==> config.mk <==
export PLATFORM = sky130hd
export DESIGN_NAME = fan_speed_kickstart_stall_monitor_top
export DESIGN_NICKNAME = d
export VERILOG_FILES = /design/src/sv/fsksm_pkg.sv /design/src/sv/fsksm_eval.sv /design/src/sv/fsksm_outq.sv /design/src/sv/fan_speed_kickstart_stall_monitor_top.sv
export VERILOG_INCLUDE_DIRS = /design/src /design/src/sv
export SDC_FILE = /design/constraint.sdc
export NUM_CORES = 1
export LEC_CHECK = 0
export BUFFER_PORTS_ARGS = -buffer_cell sky130_fd_sc_hd__buf_2
export CAP_MARGIN = 30
export CORE_MARGIN = 2
export CORE_UTILIZATION = 25
export CTS_CLUSTER_SIZE = 16
export DETAILED_ROUTE_END_ITERATION = 6
export PLACE_DENSITY = 0.4
export SYNTH_ARGS = -nofsm -noshare
export SYNTH_HDL_FRONTEND = slang
export SYNTH_SLANG_ARGS = --single-unit
==> constraint.sdc <==
create_clock -name i_clk -period 8.8 [get_ports i_clk]
set_clock_uncertainty 0.05 [all_clocks]
set_input_delay 1.32 -clock i_clk [delete_from_list [all_inputs] [get_ports i_clk]]
set_output_delay 1.32 -clock i_clk [all_outputs]
set_load 0.05 [all_outputs]
==> src/sv/fan_speed_kickstart_stall_monitor_top_assert.svh <==
// ----------------------------------------------------------------------------
// Fan monitor assertion macros
// Shorthand for the concurrent checks of the fan monitor top level.
// ----------------------------------------------------------------------------
`ifndef FAN_SPEED_KICKSTART_STALL_MONITOR_TOP_ASSERT_SVH
`define FAN_SPEED_KICKSTART_STALL_MONITOR_TOP_ASSERT_SVH

// Same-cycle implication, sampled on i_clk, off while i_rst_n is low
`define FSKSM_ASSERT_IMPL(lbl, ante, cons, msg) \
    lbl: assert property (@(posedge i_clk) disable iff (!i_rst_n) \
        (ante) |-> (cons)) else $error(msg);

// Next-cycle implication, sampled on i_clk, off while i_rst_n is low
`define FSKSM_ASSERT_NEXT(lbl, ante, cons, msg) \
    lbl: assert property (@(posedge i_clk) disable iff (!i_rst_n) \
        (ante) |=> (cons)) else $error(msg);

`endif

==> src/sv/fsksm_pkg.sv <==
// ----------------------------------------------------------------------------
// Fan monitor package
// Constants, register codes, field positions and shared types.
// ----------------------------------------------------------------------------
package fsksm_pkg;

    localparam int OUTQ_DEPTH_DEF = 4;

    localparam logic [16:0] FULL_SCALE = 17'd65536;
    localparam logic [17:0] HALF_SCALE = 18'd32768;
    localparam logic [2:0]  MISS_LIMIT = 3'd6;
    localparam logic [15:0] KICK_RESET = 16'd100;

    // configuration register indexes
    localparam logic [1:0] REG_DUTY_CEIL      = 2'd0;
    localparam logic [1:0] REG_OFF_LEVEL      = 2'd1;
    localparam logic [1:0] REG_KICK_TICKS     = 2'd2;
    localparam logic [1:0] REG_ENABLE_PRESENT = 2'd3;

    localparam logic ACT_SPEED  = 1'b0;
    localparam logic ACT_TICK   = 1'b1;
    localparam logic KIND_DUTY  = 1'b0;
    localparam logic KIND_CHECK = 1'b1;

    // stream field layout
    localparam int IN_TDATA_W  = 56;
    localparam int OUT_TDATA_W = 72;
    localparam int IN_SPEED_LO = 0;
    localparam int IN_SPIN     = 17;
    localparam int IN_TIME_LO  = 18;
    localparam int OUT_DUTY_LO = 0;
    localparam int OUT_EN      = 17;
    localparam int OUT_HOLD_LO = 18;
    localparam int OUT_TIME_LO = 34;
    localparam int OUT_FNEW    = 66;
    localparam int OUT_ERR_LO  = 67;

    typedef struct packed {
        logic [16:0] duty_ceil;
        logic [16:0] off_level;
        logic [15:0] kick_ticks;
        logic        enable_present;
    } t_cfg;

    typedef struct packed {
        logic        action;
        logic        speed_nz;
        logic        spin;
        logic [17:0] prod;
        logic [31:0] apply_time;
    } t_work;

    typedef struct packed {
        logic        kind;
        logic [16:0] duty;
        logic        enable_level;
        logic [15:0] hold_ticks;
        logic [31:0] apply_time;
        logic        last;
        logic        fault_new;
        logic [2:0]  error_count;
    } t_result;

    typedef struct packed {
        logic [1:0] num;
        t_result    r0;
        t_result    r1;
    } t_push;

endpackage

==> src/sv/fsksm_eval.sv <==
// ----------------------------------------------------------------------------
// Fan monitor evaluation stage
// Holds duty and stall-check state and forms the results of one item.
// ----------------------------------------------------------------------------
module fsksm_eval (
    input  logic                  i_clk,
    input  logic                  i_rst_n,
    input  fsksm_pkg::t_cfg       i_cfg,
    input  logic                  i_fire,
    input  fsksm_pkg::t_work      i_work,
    output fsksm_pkg::t_push      o_push
);

    // duty_now doubles as the requested duty: both always change together
    logic [16:0] r_duty_now;
    logic [2:0]  r_miss;
    logic        r_fault;
    logic        r_monitor;

    logic [16:0] w_target;
    logic        w_changed;
    logic        w_big_rise;
    logic        w_kick;
    logic        w_second;
    logic [2:0]  w_miss_req;
    logic        w_match;
    logic [2:0]  w_miss_inc;
    logic        w_over;
    logic [2:0]  w_miss_tick;
    logic        w_fault_tick;
    logic        w_fnew;

    always_comb begin
        w_target   = (i_work.prod > {1'b0, i_cfg.duty_ceil}) ? i_cfg.duty_ceil
                                                              : i_work.prod[16:0];
        w_changed  = (w_target != r_duty_now);
        w_big_rise = ({1'b0, w_target} > ({1'b0, r_duty_now} + fsksm_pkg::HALF_SCALE));
        w_kick     = (w_target != 17'd0) && (i_cfg.kick_ticks != 16'd0) &&
                     ((r_duty_now == 17'd0) || w_big_rise);
        w_second   = (w_target != i_cfg.duty_ceil);
        w_miss_req = i_work.speed_nz ? 3'd0 : r_miss;

        w_match      = ((r_duty_now != 17'd0) == i_work.spin);
        w_miss_inc   = r_miss + 3'd1;
        w_over       = !w_match && (w_miss_inc > fsksm_pkg::MISS_LIMIT);
        w_miss_tick  = w_match ? 3'd0 : (w_over ? fsksm_pkg::MISS_LIMIT : w_miss_inc);
        w_fnew       = w_over && !r_fault;
        w_fault_tick = w_match ? 1'b0 : (w_over ? 1'b1 : r_fault);
    end

    always_comb begin
        o_push = '0;
        if (i_work.action == fsksm_pkg::ACT_SPEED) begin
            o_push.r0.kind        = fsksm_pkg::KIND_DUTY;
            o_push.r0.apply_time  = i_work.apply_time;
            o_push.r0.error_count = w_miss_req;
            o_push.r1             = o_push.r0;
            o_push.r1.duty        = w_target;
            o_push.r1.last        = 1'b1;
            if (w_changed) begin
                if (w_kick) begin
                    o_push.r0.duty       = i_cfg.duty_ceil;
                    o_push.r0.hold_ticks = i_cfg.kick_ticks;
                    o_push.r0.last       = !w_second;
                    o_push.num           = w_second ? 2'd2 : 2'd1;
                end else begin
                    o_push.r0.duty = w_target;
                    o_push.r0.last = 1'b1;
                    o_push.num     = 2'd1;
                end
            end
        end else if (r_monitor) begin
            o_push.r0.kind        = fsksm_pkg::KIND_CHECK;
            o_push.r0.duty        = r_duty_now;
            o_push.r0.last        = 1'b1;
            o_push.r0.fault_new   = w_fnew;
            o_push.r0.error_count = w_miss_tick;
            o_push.num            = 2'd1;
        end
        o_push.r0.enable_level = i_cfg.enable_present && (o_push.r0.duty != 17'd0);
        o_push.r1.enable_level = i_cfg.enable_present && (o_push.r1.duty != 17'd0);
        if (!i_fire) begin
            o_push.num = 2'd0;
        end
    end

    always_ff @(posedge i_clk) begin
        if (!i_rst_n) begin
            r_duty_now <= '0;
            r_miss     <= '0;
            r_fault    <= 1'b0;
            r_monitor  <= 1'b0;
        end else if (i_fire) begin
            if (i_work.action == fsksm_pkg::ACT_SPEED) begin
                if (w_changed) begin
                    r_duty_now <= w_target;
                end
                r_monitor <= i_work.speed_nz;
                if (i_work.speed_nz) begin
                    r_miss  <= 3'd0;
                    r_fault <= 1'b0;
                end
            end else if (r_monitor) begin
                r_miss  <= w_miss_tick;
                r_fault <= w_fault_tick;
            end
        end
    end

endmodule

==> src/sv/fsksm_outq.sv <==
// ----------------------------------------------------------------------------
// Fan monitor result queue
// Small register queue taking up to two results a cycle, one out a cycle when popped.
// ----------------------------------------------------------------------------
module fsksm_outq #(
    parameter int DEPTH = fsksm_pkg::OUTQ_DEPTH_DEF
) (
    input  logic                          i_clk,
    input  logic                          i_rst_n,
    input  fsksm_pkg::t_push              i_push,
    input  logic                          i_pop,
    output logic                          o_valid,
    output fsksm_pkg::t_result            o_head,
    output logic [$clog2(DEPTH+1)-1:0]    o_level
);

    localparam int PW = $clog2(DEPTH);
    localparam int CW = $clog2(DEPTH + 1);

    fsksm_pkg::t_result r_q [DEPTH];
    logic [PW-1:0] r_wp;
    logic [PW-1:0] r_rp;
    logic [CW-1:0] r_cnt;
    logic [PW-1:0] n_wp;
    logic [PW-1:0] n_rp;
    logic [CW-1:0] n_cnt;

    always_comb begin
        n_wp  = r_wp + PW'(i_push.num);
        n_rp  = r_rp + PW'(i_pop);
        n_cnt = r_cnt + CW'(i_push.num) - CW'(i_pop);
    end

    always_ff @(posedge i_clk) begin
        if (i_push.num != 2'd0) begin
            r_q[r_wp] <= i_push.r0;
        end
        if (i_push.num == 2'd2) begin
            r_q[r_wp + PW'(1)] <= i_push.r1;
        end
    end

    always_ff @(posedge i_clk) begin
        if (!i_rst_n) begin
            r_wp  <= '0;
            r_rp  <= '0;
            r_cnt <= '0;
        end else begin
            r_wp  <= n_wp;
            r_rp  <= n_rp;
            r_cnt <= n_cnt;
        end
    end

    assign o_valid = (r_cnt != '0);
    assign o_head  = r_q[r_rp];
    assign o_level = r_cnt;

endmodule

==> src/sv/fan_speed_kickstart_stall_monitor_top.sv <==
// ----------------------------------------------------------------------------
// Fan speed kick-start and stall monitor
// PWM duty scaling with kick-start and tachometer stall counting, Q1.16.
// ----------------------------------------------------------------------------
//  port group   dir  tdata fields (low bit up)                        tuser   tlast
//  s_axis       in   speed, tach_spinning, apply_time                 action  -
//  m_axis       out  duty, enable_level, hold_ticks, apply_time_out,  kind    last
//                    fault_new, error_count
//  i_cfg_*      in   write enable, index, data                        -       -
//
//  An item is taken every cycle while the result queue has room. The first
//  result reaches m_axis through the input register, the multiply register and
//  the result queue. A kick-start request yields up to two results, and these
//  leave one at a time through the one port. A stalled output holds its item;
//  input stalls once the queue cannot hold two. Reset (synchronous, i_rst_n low)
//  clears control, configuration and fan state, not the data; no clearing pass.
// ----------------------------------------------------------------------------
module fan_speed_kickstart_stall_monitor_top #(
    parameter int OUTQ_DEPTH = fsksm_pkg::OUTQ_DEPTH_DEF
) (
    input  logic                                i_clk,
    input  logic                                i_rst_n,
    input  logic                                s_axis_tvalid,
    output logic                                s_axis_tready,
    // speed[16:0], tach_spinning[17], apply_time[49:18], zero fill above
    input  logic [fsksm_pkg::IN_TDATA_W-1:0]    s_axis_tdata,
    // action
    input  logic                                s_axis_tuser,
    output logic                                m_axis_tvalid,
    input  logic                                m_axis_tready,
    // duty[16:0], enable_level[17], hold_ticks[33:18], apply_time_out[65:34],
    // fault_new[66], error_count[69:67], zero fill above
    output logic [fsksm_pkg::OUT_TDATA_W-1:0]   m_axis_tdata,
    // kind
    output logic                                m_axis_tuser,
    output logic                                m_axis_tlast,
    input  logic                                i_cfg_we,
    input  logic [1:0]                          i_cfg_addr,
    input  logic [16:0]                         i_cfg_wdata
);

    `include "fan_speed_kickstart_stall_monitor_top_assert.svh"

    localparam int CW = $clog2(OUTQ_DEPTH + 1);
    localparam logic [CW-1:0] ROOM_MAX = CW'(OUTQ_DEPTH - 2);

    fsksm_pkg::t_cfg    r_cfg;
    logic               r_a_v;
    logic               r_a_action;
    logic [16:0]        r_a_speed;
    logic               r_a_spin;
    logic [31:0]        r_a_time;
    logic               r_b_v;
    fsksm_pkg::t_work   r_b;

    logic               w_in_acc;
    logic               w_fire;
    logic               w_b_load;
    logic [16:0]        w_req;
    logic [33:0]        w_product;
    logic [CW-1:0]      w_level;
    logic               w_pop;
    fsksm_pkg::t_push   w_push;
    fsksm_pkg::t_result w_head;
    logic               w_err_ok;
    logic               w_out_fnew;
    logic               w_fault_ok;
    logic               w_out_mid;
    logic               w_kick_ok;

    // configuration registers
    always_ff @(posedge i_clk) begin
        if (!i_rst_n) begin
            r_cfg.duty_ceil      <= fsksm_pkg::FULL_SCALE;
            r_cfg.off_level      <= '0;
            r_cfg.kick_ticks     <= fsksm_pkg::KICK_RESET;
            r_cfg.enable_present <= 1'b0;
        end else if (i_cfg_we) begin
            unique case (i_cfg_addr)
                fsksm_pkg::REG_DUTY_CEIL:      r_cfg.duty_ceil      <= i_cfg_wdata;
                fsksm_pkg::REG_OFF_LEVEL:      r_cfg.off_level      <= i_cfg_wdata;
                fsksm_pkg::REG_KICK_TICKS:     r_cfg.kick_ticks     <= i_cfg_wdata[15:0];
                fsksm_pkg::REG_ENABLE_PRESENT: r_cfg.enable_present <= i_cfg_wdata[0];
                default:                       r_cfg                <= r_cfg;
            endcase
        end
    end

    assign w_fire        = r_b_v && (w_level <= ROOM_MAX);
    assign w_b_load      = !r_b_v || w_fire;
    assign s_axis_tready = !r_a_v || w_b_load;
    assign w_in_acc      = s_axis_tvalid && s_axis_tready;

    // input register
    always_ff @(posedge i_clk) begin
        if (!i_rst_n) begin
            r_a_v <= 1'b0;
        end else if (w_in_acc) begin
            r_a_v <= 1'b1;
        end else if (w_b_load) begin
            r_a_v <= 1'b0;
        end
    end

    always_ff @(posedge i_clk) begin
        if (w_in_acc) begin
            r_a_action <= s_axis_tuser;
            r_a_speed  <= s_axis_tdata[fsksm_pkg::IN_SPEED_LO +: 17];
            r_a_spin   <= s_axis_tdata[fsksm_pkg::IN_SPIN];
            r_a_time   <= s_axis_tdata[fsksm_pkg::IN_TIME_LO +: 32];
        end
    end

    // threshold and scale by the duty ceiling, truncating
    always_comb begin
        w_req     = (r_a_speed < r_cfg.off_level) ? 17'd0 : r_a_speed;
        w_product = w_req * r_cfg.duty_ceil;
    end

    // multiply register
    always_ff @(posedge i_clk) begin
        if (!i_rst_n) begin
            r_b_v <= 1'b0;
        end else if (w_b_load) begin
            r_b_v <= r_a_v;
        end
    end

    always_ff @(posedge i_clk) begin
        if (w_b_load) begin
            r_b.action     <= r_a_action;
            r_b.speed_nz   <= (r_a_speed != 17'd0);
            r_b.spin       <= r_a_spin;
            r_b.prod       <= w_product[33:16];
            r_b.apply_time <= r_a_time;
        end
    end

    fsksm_eval u_eval (
        .i_clk   (i_clk),
        .i_rst_n (i_rst_n),
        .i_cfg   (r_cfg),
        .i_fire  (w_fire),
        .i_work  (r_b),
        .o_push  (w_push)
    );

    assign w_pop = m_axis_tvalid && m_axis_tready;

    fsksm_outq #(
        .DEPTH (OUTQ_DEPTH)
    ) u_outq (
        .i_clk   (i_clk),
        .i_rst_n (i_rst_n),
        .i_push  (w_push),
        .i_pop   (w_pop),
        .o_valid (m_axis_tvalid),
        .o_head  (w_head),
        .o_level (w_level)
    );

    always_comb begin
        m_axis_tdata = '0;
        m_axis_tdata[fsksm_pkg::OUT_DUTY_LO +: 17] = w_head.duty;
        m_axis_tdata[fsksm_pkg::OUT_EN]            = w_head.enable_level;
        m_axis_tdata[fsksm_pkg::OUT_HOLD_LO +: 16] = w_head.hold_ticks;
        m_axis_tdata[fsksm_pkg::OUT_TIME_LO +: 32] = w_head.apply_time;
        m_axis_tdata[fsksm_pkg::OUT_FNEW]          = w_head.fault_new;
        m_axis_tdata[fsksm_pkg::OUT_ERR_LO +: 3]   = w_head.error_count;
    end
    assign m_axis_tuser = w_head.kind;
    assign m_axis_tlast = w_head.last;

    assign w_err_ok   = (w_head.error_count <= fsksm_pkg::MISS_LIMIT);
    assign w_out_fnew = m_axis_tvalid && w_head.fault_new;
    assign w_fault_ok = (w_head.kind == fsksm_pkg::KIND_CHECK) &&
                        (w_head.error_count == fsksm_pkg::MISS_LIMIT);
    assign w_out_mid  = m_axis_tvalid && !m_axis_tlast;
    assign w_kick_ok  = (w_head.kind == fsksm_pkg::KIND_DUTY) &&
                        (w_head.duty == r_cfg.duty_ceil) && (w_head.hold_ticks != 16'd0);

    `FSKSM_ASSERT_IMPL(a_queue_bound, 1'b1, w_level <= CW'(OUTQ_DEPTH), "result queue overrun")
    `FSKSM_ASSERT_IMPL(a_err_held, m_axis_tvalid, w_err_ok, "miss count above limit")
    `FSKSM_ASSERT_IMPL(a_fault_check, w_out_fnew, w_fault_ok, "fault outside a saturated check")
    `FSKSM_ASSERT_IMPL(a_kick_first, w_out_mid, w_kick_ok, "non-last result is not a kick")
    `FSKSM_ASSERT_NEXT(a_kick_pair, w_push.num == 2'd2, w_level >= CW'(2), "kick pair not queued")

endmodule

==> results of run 1 <==
[synth_stat cells, types with 4 or more instances]
library cell               instances
sky130_fd_sc_hd__buf_1            21
sky130_fd_sc_hd__nand4_1          11
sky130_fd_sc_hd__inv_1           354
sky130_fd_sc_hd__o21ai_1           4
sky130_fd_sc_hd__edfxtp_1        320
sky130_fd_sc_hd__a22oi_1          12
sky130_fd_sc_hd__or2_2             4
sky130_fd_sc_hd__a32oi_1          10
sky130_fd_sc_hd__nor4_1           23
sky130_fd_sc_hd__and3_1          127
sky130_fd_sc_hd__nor2_1          230
sky130_fd_sc_hd__dfxtp_1         154
sky130_fd_sc_hd__a21o_1           15
sky130_fd_sc_hd__xnor2_1          23
sky130_fd_sc_hd__o21ai_0          57
sky130_fd_sc_hd__nor3_1           13
sky130_fd_sc_hd__and2_1           15
sky130_fd_sc_hd__mux2i_1          19
sky130_fd_sc_hd__fa_1            223
sky130_fd_sc_hd__o22ai_1          74
sky130_fd_sc_hd__o21a_1            6
sky130_fd_sc_hd__buf_2            24
sky130_fd_sc_hd__ha_1            167
sky130_fd_sc_hd__a21oi_1         126
sky130_fd_sc_hd__a211oi_1         20
sky130_fd_sc_hd__xor2_1           19
sky130_fd_sc_hd__mux4_2           72
sky130_fd_sc_hd__nand2_1         252
sky130_fd_sc_hd__buf_6             6
sky130_fd_sc_hd__nor2b_1           9
sky130_fd_sc_hd__clkbuf_1        126
sky130_fd_sc_hd__nand3_1         241
sky130_fd_sc_hd__and4_1            4
[layer usage]
layer	global-route usage	wire length, um	vias to the layer above
met3	0.0223	4710	114
met4	0.0439	2500	0
li1	-	-	10100
met1	0.214	44900	11000
met5	0	0	-
met2	0.251	44000	514
[report_power, final]
group | leakage [nW] | internal, mW | switching (mW)
Combinational | 9.11 | 0.746 | 1.43
Clock | 0.808 | 1.17 | 0.951
Sequential | 4.25 | 2.51 | 0.150
Total | 14.2 | 4.43 | 2.53
[timing repair]
item,CTS,global route
buffers inserted,0,3
resized for setup,0,28
endpoints found under the setup margin,0,9
[flip-flops by register name, summed over array words and instances (netlist names), 2 cells and up]
| name | count |
|---|---|
| r_a_speed | 17 |
| r_a_time | 32 |
| r_b | 53 |
| r_cfg | 51 |
| u_eval.r_duty_now | 17 |
| u_eval.r_miss | 3 |
| u_outq.o_level | 3 |
| u_outq.r_q | 288 |
| u_outq.r_rp | 2 |
| u_outq.r_wp | 2 |
[worst max-delay path: cells and delay by family, from the launching register on]
| kind | cells | cell delay (ns) |
|---|---|---|
| xor gates and xnor gates | 1 | 0.13 |
| adders and majority gates | 8 | 3.62 |
| buffers and inverters | 7 | 0.69 |
| and+or+nand+nor | 1 | 0.19 |
| DFF | 1 | 0.41 |
| AOI/OAI and AO/OA | 16 | 3.11 |
[area by class of cell]
type | count | area [um^2]
diodes | 2 | 5.00
clock buffers | 69 | 1430
clock inverters | 27 | 210
fillers | 12600 | 84800
inverters | 356 | 1340
multi-input cells | 1827 | 15600
flip-flops and latches | 474 | 12700
well taps | 1612 | 2020
repair buffers | 271 | 1800
[cell families after synthesis]
logic type | Yosys count | share of synthesized area
mux | 94 | 0.0613
compound gates | 349 | 0.0710
flops | 474 | 0.420
buf+inv | 536 | 0.0695
simple gates | 948 | 0.148
xor+xnor | 42 | 0.0122
other cells | 1 | 0.000124
fa+ha+maj | 390 | 0.217
[path summary, 6_finish.rpt]
path                startpoint  endpoint  depth (start not counted)
setup / recovery  r_a_speed[1]   r_b[43]                         33
hold / removal    r_a_time[31]   r_b[31]                          0
setup reg to reg  r_a_speed[1]   r_b[43]                         33
hold reg to reg   r_a_time[31]   r_b[31]                          0
==> run summary, run 1 <==
The remaining antenna violation count after routing came out at 0. TritonCTS built the clock tree. The internal reg-to-reg setup slack came out at approximately 0.35 ns. The sequential-to-total area share from yosys stat is 0.420. In the final layout, the share of cells above drive strength 1 is 0.157. The cell that appears most often on the critical path is sky130_fd_sc_hd__fa_1.

The core area is between 0.1 and 0.15 mm^2. The count of hold buffers inserted by post-cts repair is 0. The number of enable flip-flop cells after synthesis came out at 320. The setup TNS came out at 0 ns. The launching element type of the critical path is a flop. The via density per instance is around 4.7. The total I/O pin count is 157. The worst hold path class is flop to flop. The share of synthesized registers carrying an async set or reset is 0.

The initial DRC count is 1471. Timing analysis after detailed placement gives a worst setup slack of about 0.045 ns. The final count of hold timing violations came out at 0. Headroom to the max-slew limit came out at 0.319.

The clock input transition at the sequential cells of the worst setup and hold paths came out at around 0.060 ns. Setup repair after global routing left no endpoint under its margin. The synthesis-stage register bit count came out at 474. The final critical-path setup slack is approximately 0.35 ns.

Yosys mapped the design onto a little over 70 distinct sky130hd cell types. The final critical delay including setup and external delays came out at 8.45 ns. Of all nets on the critical path, the largest fanout is 6. The per-instance average area after synthesis came out at ~11 um^2.

Once detailed placement completed, the half-perimeter wirelength came to about 66000 um. The cell count after placement is ~4500. The final layout net count came out at between 3000 and 4000.

In the synthesized netlist the dominant register cell turns out to be sky130_fd_sc_hd__edfxtp_1. The clock passes through at most 3 buffers. The count of standard-cell rows came out at roughly 130. The worst-case IR drop observed on VDD is 0.119 mV.

The routability congestion estimate is 0.801. The largest individual stage delay along the critical path comes from the cell sky130_fd_sc_hd__fa_1. The top-area cell type share of the netlist area is 0.318.

The initial standard-cell utilization of the core is 0.252. The routed design has about 96000 um of wire. In the global route stage, overall resource usage came out at 0.155. The post-route cell area came out at ~0.035 mm^2. The leakage power total came out at about 14 nW.

The total global routing overflow is 0. From left edge to right edge, the die measures around 350 um. The number of port buffers came out at around 150. The vias after detailed routing came out at between 20000 and 25000. The synthesized design spends more area on one cell type than any other, namely sky130_fd_sc_hd__edfxtp_1. The maximum achievable frequency came out at 0.118 GHz.

The count of maximum capacitance violations came out at 0. The cell area after synthesis came out at ~0.030 mm^2. The post-place instance area is 0.0332 mm^2. The part of the cycle the worst path needs came out at 0.961. The number of H-tree branching levels is 2. For the pin with the worst max-slew slack, the measured transition is approximately 1.0 ns. The global-route wire length before repair is between 100000 and 150000 um.

The clock insertion delay at the later pin of the skew report came out at about 0.63 ns. The core utilization of the finished layout came out at 0.293. Overall power consumption after layout is estimated at between 6 and 7 mW.

The final non-filler cell total came out at between 4000 and 5000. The average routed wire per standard cell is 20.7 um. The remaining routing DRC violations came out at 0. The tree is rooted in a sky130_fd_sc_hd__clkbuf_16. The die covers about 0.12 mm^2. The number of pins with negative max-slew slack in the final report is 0.

The library cell used most frequently in the layout, excluding fill and tap cells, is sky130_fd_sc_hd__inv_1. At the worst endpoint, the required time is ~9.1 ns. The run finished with clean final reports. The number of standard cells after synthesis is around 2800. The library cells used most frequently in the layout, excluding fill and tap cells, are sky130_fd_sc_hd__inv_1 (347), sky130_fd_sc_hd__edfxtp_1 (320), sky130_fd_sc_hd__nand2_1 (250). The arrival time at the worst endpoint is ~8.8 ns. For this run, the detailed router's first-pass iteration total came to 5. The via count of the first global-routing pass is about 23000.

The count of synthesis-stage warnings from yosys is 0. After synthesis, the cell types taking the most area are sky130_fd_sc_hd__edfxtp_1 (32%), sky130_fd_sc_hd__fa_1 (15%), sky130_fd_sc_hd__dfxtp_1 (10%). Compared with the post-synthesis result, the final layout area differs by 16.1%.

The power per standard cell area came out at roughly 200 mW/mm^2. The critical path class is flop to flop. The worst hold slack across all endpoints is between 0.3 and 0.4 ns. The height of the die is ~350 um. The total clock sinks came out at ~470.

The longest individual stage delay on the worst path came out at around 0.56 ns. Entering global routing, the biggest net connects between 60 and 70 pins. The type of element capturing the critical path is a flop. The total setup violations reported at the end of the flow came out at 0. The initial antenna violation count is 2. The number of buffers created by CTS came out at 52.
Power figures use the tool's default switching activity.
==> run 2, diff against run 1 <==
- ABC_AREA: default -> 1
==> run summary, run 2 <==
The flow ran to the end, and the final reports show no timing, DRC or antenna violations. The number of standard cells after synthesis is 3399 (+20%). The number of H-tree branching levels is 2 (unchanged). The worst setup path is launched from a flop.

The total global routing overflow came out at 0 (unchanged). The total setup violations reported at the end of the flow is 0 (unchanged). The routability congestion estimate came out at 0.844 (+5.3%). The height of the die came to 353 um (+0.50%). The largest register by flop count is u_outq.r_q. The per-instance average area after synthesis came to 8.97 um^2 (-16%). The switching fraction of total power came to 0.452 (+0.0885). The leakage power total came out at 15.1 nW (+6.7%). The post-place instance area came out at 0.0335 mm^2 (+0.77%). The internal power contribution is 5.07 mW (+15%). The critical path data required time is 9.13 ns (+0.03 ns). For this run, the leading register cell type out of synthesis is sky130_fd_sc_hd__edfxtp_1.

The number of port buffers is 148 (unchanged). The pin count of the biggest net entering global routing was 89 (+46%). The initial DRC count came out at 1628 (+11%). The post-route cell area came out at 0.0353 mm^2 (+0.57%).

The clock insertion delay at the later pin of the skew report is 0.64 ns (about the same). The power per standard cell area came out at 263 mW/mm^2 (+32%). The die footprint came out at 0.125 mm^2 (+1.0%). The final critical-path setup slack is 0.651 ns (+0.305 ns). The vias after detailed routing was 23700 (+9.4%). The count of synthesis-stage warnings from yosys is 0 (unchanged). The worst hold slack across all endpoints came out at 0.368 ns (+0.0122 ns).

The core area is 0.121 mm^2 (+1.3%). The final critical delay including setup and external delays came out at 8.15 ns (-0.305 ns). The number of pins with negative max-slew slack in the final report came out at 0 (unchanged). Setup repair after global routing left no endpoint under its margin. The final layout net count came out at 4016 (+16%).

The maximum achievable frequency came out at 0.123 GHz (+3.7%). The share of synthesized cell area in and, or, nand and nor gates came to 0.153 (+0.00491). The initial standard-cell utilization of the core came out at 0.251 (-0.000763). The antenna diode instance count came to 0 (-2).

The worst setup path is captured at a flop. The overall die width came out at 353 um (+0.50%). The share of synthesized cell area in full adder, half adder and majority cells is 0.215 (-0.00218). The maximum root-to-sink buffer count is 3 (unchanged).

The highest fanout seen on the critical path is 13 (+7). Among the stages of the critical path, the cell type that occurs most often is sky130_fd_sc_hd__fa_1. The remaining antenna violation count after routing came to 0 (unchanged). The net switching power of the design came to 4.19 mW (+65%). The core utilization of the finished layout is 0.290 (-0.00217). The average routed wire per standard cell is 20.1 um (-2.8%). The final count of hold timing violations came out at 0 (unchanged).

The portion of netlist area occupied by mux cells came to 0 (-0.0613). The fraction of the mapped netlist area in compound gates came out at 0.114 (+0.0435). The count of hold buffers inserted by post-cts repair is 0 (unchanged). The cell area after synthesis came out at 0.0305 mm^2 (+1.0%).

The critical path class is flop to flop. The top-area cell type share of the netlist area was 0.315 (-0.00320). The count of standard-cell rows is 128 (+0.79%). The longest individual stage delay on the worst path came out at 0.65 ns (+0.09 ns).

The number of library cell types mapped by synthesis is 53 (-26%). The setup TNS came out at 0 ns (unchanged). Leaving out fill and tap cells, the most frequent cells in the layout are sky130_fd_sc_hd__nor2_1 (529), sky130_fd_sc_hd__inv_1 (501), sky130_fd_sc_hd__nand2_1 (472). The initial antenna violation count is 7 (+5).

The relative contribution of combinational cells to total power came to 0.458 (+0.145). The buffers inserted during post-CTS setup optimization came out at 0 (unchanged). Ranked by instance count, the synthesized netlist is headed by sky130_fd_sc_hd__nor2_1 (529), sky130_fd_sc_hd__inv_1 (505), sky130_fd_sc_hd__nand2_1 (474), sky130_fd_sc_hd__edfxtp_1 (320), sky130_fd_sc_hd__o21ai_0 (254). The post-DP HPWL came to 74400 um (+13%).

The detailed-route wire length is 105000 um (+9.2%). The number of buffers created by CTS is 54 (+3.8%). Compared with the post-synthesis result, the final layout area differs by 15.6%.

By area the synthesized netlist is led by sky130_fd_sc_hd__edfxtp_1 (32%), sky130_fd_sc_hd__fa_1 (15%), sky130_fd_sc_hd__dfxtp_1 (10%). The via density per instance came to 4.55 (-2.6%). The arrival time at the worst endpoint came out at 8.48 ns (-0.27 ns). The sequential-to-total area share from yosys stat was 0.416 (-0.00423). The largest family of logic cells by synthesized area is adder cells. The total clock sinks is 474 (unchanged). The total I/O pin count came out at 157 (unchanged).

The count of TritonRoute iterations in the first routing pass came to 5 (unchanged). The part of the cycle the worst path needs is 0.926 (-0.0347). The global routing usage summed across all routing layers is 0.167 (+0.0124). The share of synthesized registers carrying an async set or reset came to 0 (unchanged). The worst voltage drop across the vdd grid is 0.165 mV (+38%). The worst-case setup slack after placement came out at 0.319 ns (+0.274 ns). The pin slew with the least headroom to its limit came to 0.985 ns (-0.0339 ns). Of all cell types, the one taking the most synthesized area is sky130_fd_sc_hd__edfxtp_1.

The worst hold path belongs to the class flop to flop. The largest registers in the layout are u_outq.r_q x288, r_b x53, r_cfg x51. The slowest stage of the critical path is the sky130_fd_sc_hd__fa_1 cell. The share of cells above drive strength 1 came out at 0.111 (-0.0459). The via count of the first global-routing pass is 23800 (+4.7%). The remaining routing DRC violations came out at 0 (unchanged). The xor-xnor portion of the synthesized cell area came out at 0.00976 (-0.00242). TritonCTS built the clock tree.

The portion of total power attributed to sequential cells is 0.301 (-0.081). The flip-flop count of the largest register after layout is 288 (unchanged). The root buffer cell chosen for the clock tree is sky130_fd_sc_hd__clkbuf_16. The portion of total power attributed to the clock network came out at 0.241 (-0.064). The synthesis-stage register bit count is 474 (unchanged). The headroom to the max-slew limit was 0.342 (+0.0226). The most repeated cell in the gate-level netlist after synthesis is sky130_fd_sc_hd__nor2_1.

The global-route wire length before repair is 157000 um (+8.9%). The clock input transition at the sequential cells of the worst setup and hold paths came out at 0.06 ns (about the same). The library cell used most frequently in the layout, excluding fill and tap cells, is sky130_fd_sc_hd__nor2_1. The count of maximum capacitance violations was 0 (unchanged). The number of enable flip-flop cells after synthesis came to 320 (unchanged).
run 2: cell types whose count changed after synthesis, moves of 16 or more:
| cell | change |
|---|---|
| sky130_fd_sc_hd__o22ai_1 | +85 |
| sky130_fd_sc_hd__and3_1 | -126 |
| sky130_fd_sc_hd__nand3_1 | -172 |
| sky130_fd_sc_hd__a21oi_1 | +61 |
| sky130_fd_sc_hd__mux4_2 | -72 |
| sky130_fd_sc_hd__buf_1 | -18 |
| sky130_fd_sc_hd__nor2_1 | +299 |
| sky130_fd_sc_hd__a211oi_1 | -17 |
| sky130_fd_sc_hd__clkinv_1 | +16 |
| sky130_fd_sc_hd__o21ai_0 | +197 |
| sky130_fd_sc_hd__mux2i_1 | -19 |
| sky130_fd_sc_hd__inv_1 | +151 |
| sky130_fd_sc_hd__nand2_1 | +222 |
run 2: through the flow:
stage	total power, mW	std cells
2_1_floorplan	5.71	3400
3_3_place_gp	7.08	5113
3_5_place_dp	7.08	5113
4_1_cts	9.36	5212
5_1_grt	9.90	5213
6_report	9.26	5213
run 2: power by group through the flow:
stage          Combinational [mW]  Clock (mW)  Sequential [mW]
6_report                     4.24        2.23             2.79
5_1_grt                      4.69        2.39             2.82
4_1_cts                      4.27        2.30             2.79
3_5_place_dp                 4.24           0             2.84
3_3_place_gp                 4.25           0             2.84
2_1_floorplan                2.93           0             2.78
run 2: kinds of logic after synthesis:
family          Yosys count
fa+ha+maj               390
compound gates          638
flops                   474
simple gates           1156
buf+inv                 706
other cells               1
xor+xnor                 34
run 2: worst paths after layout:
| check | from | end | cells after the start | slack, ns |
|---|---|---|---|---|
| max | r_a_speed[1] | r_b[49] | 33 | 0.65 |
| min | r_a_time[15] | r_b[15] | 0 | 0.37 |
| max reg2reg | r_a_speed[1] | r_b[49] | 33 | 0.65 |
| min reg2reg | r_a_time[15] | r_b[15] | 0 | 0.37 |
run 2: cell type report:
class | count | area, um^2
repair buffers | 264 | 1740
clock inverters | 27 | 265
inverters | 531 | 2000
multi-input cells | 2220 | 15000
fillers | 13100 | 86100
flip-flops and latches | 474 | 12700
clock buffers | 72 | 1470
well taps | 1625 | 2030
run 2: timing repair:
item,4_1_cts,5_1_grt
resized for setup,0,3
hold endpoints to repair,0,0
endpoints found under the setup margin,0,10
run 2: layer usage:
| layer | global-route usage | vias to the layer above | routed length, um |
|---|---|---|---|
| met3 | 0.0242 | 115 | 5430 |
| met5 | 0 | - | 0 |
| li1 | - | 11400 | - |
| met1 | 0.236 | 11700 | 48900 |
| met4 | 0.0414 | 0 | 2610 |
| met2 | 0.268 | 548 | 48100 |
run 2: critical path: cells and delay by family, from the launching register on:
family	cells	cell delay [ns]
AND/OR/NAND/NOR	3	0.23
buffers and inverters	8	1.15
adder cells (fa/ha/maj)	8	3.77
flip-flops	1	0.45
XOR/XNOR	1	0.31
AO/OA/AOI/OAI	13	1.99
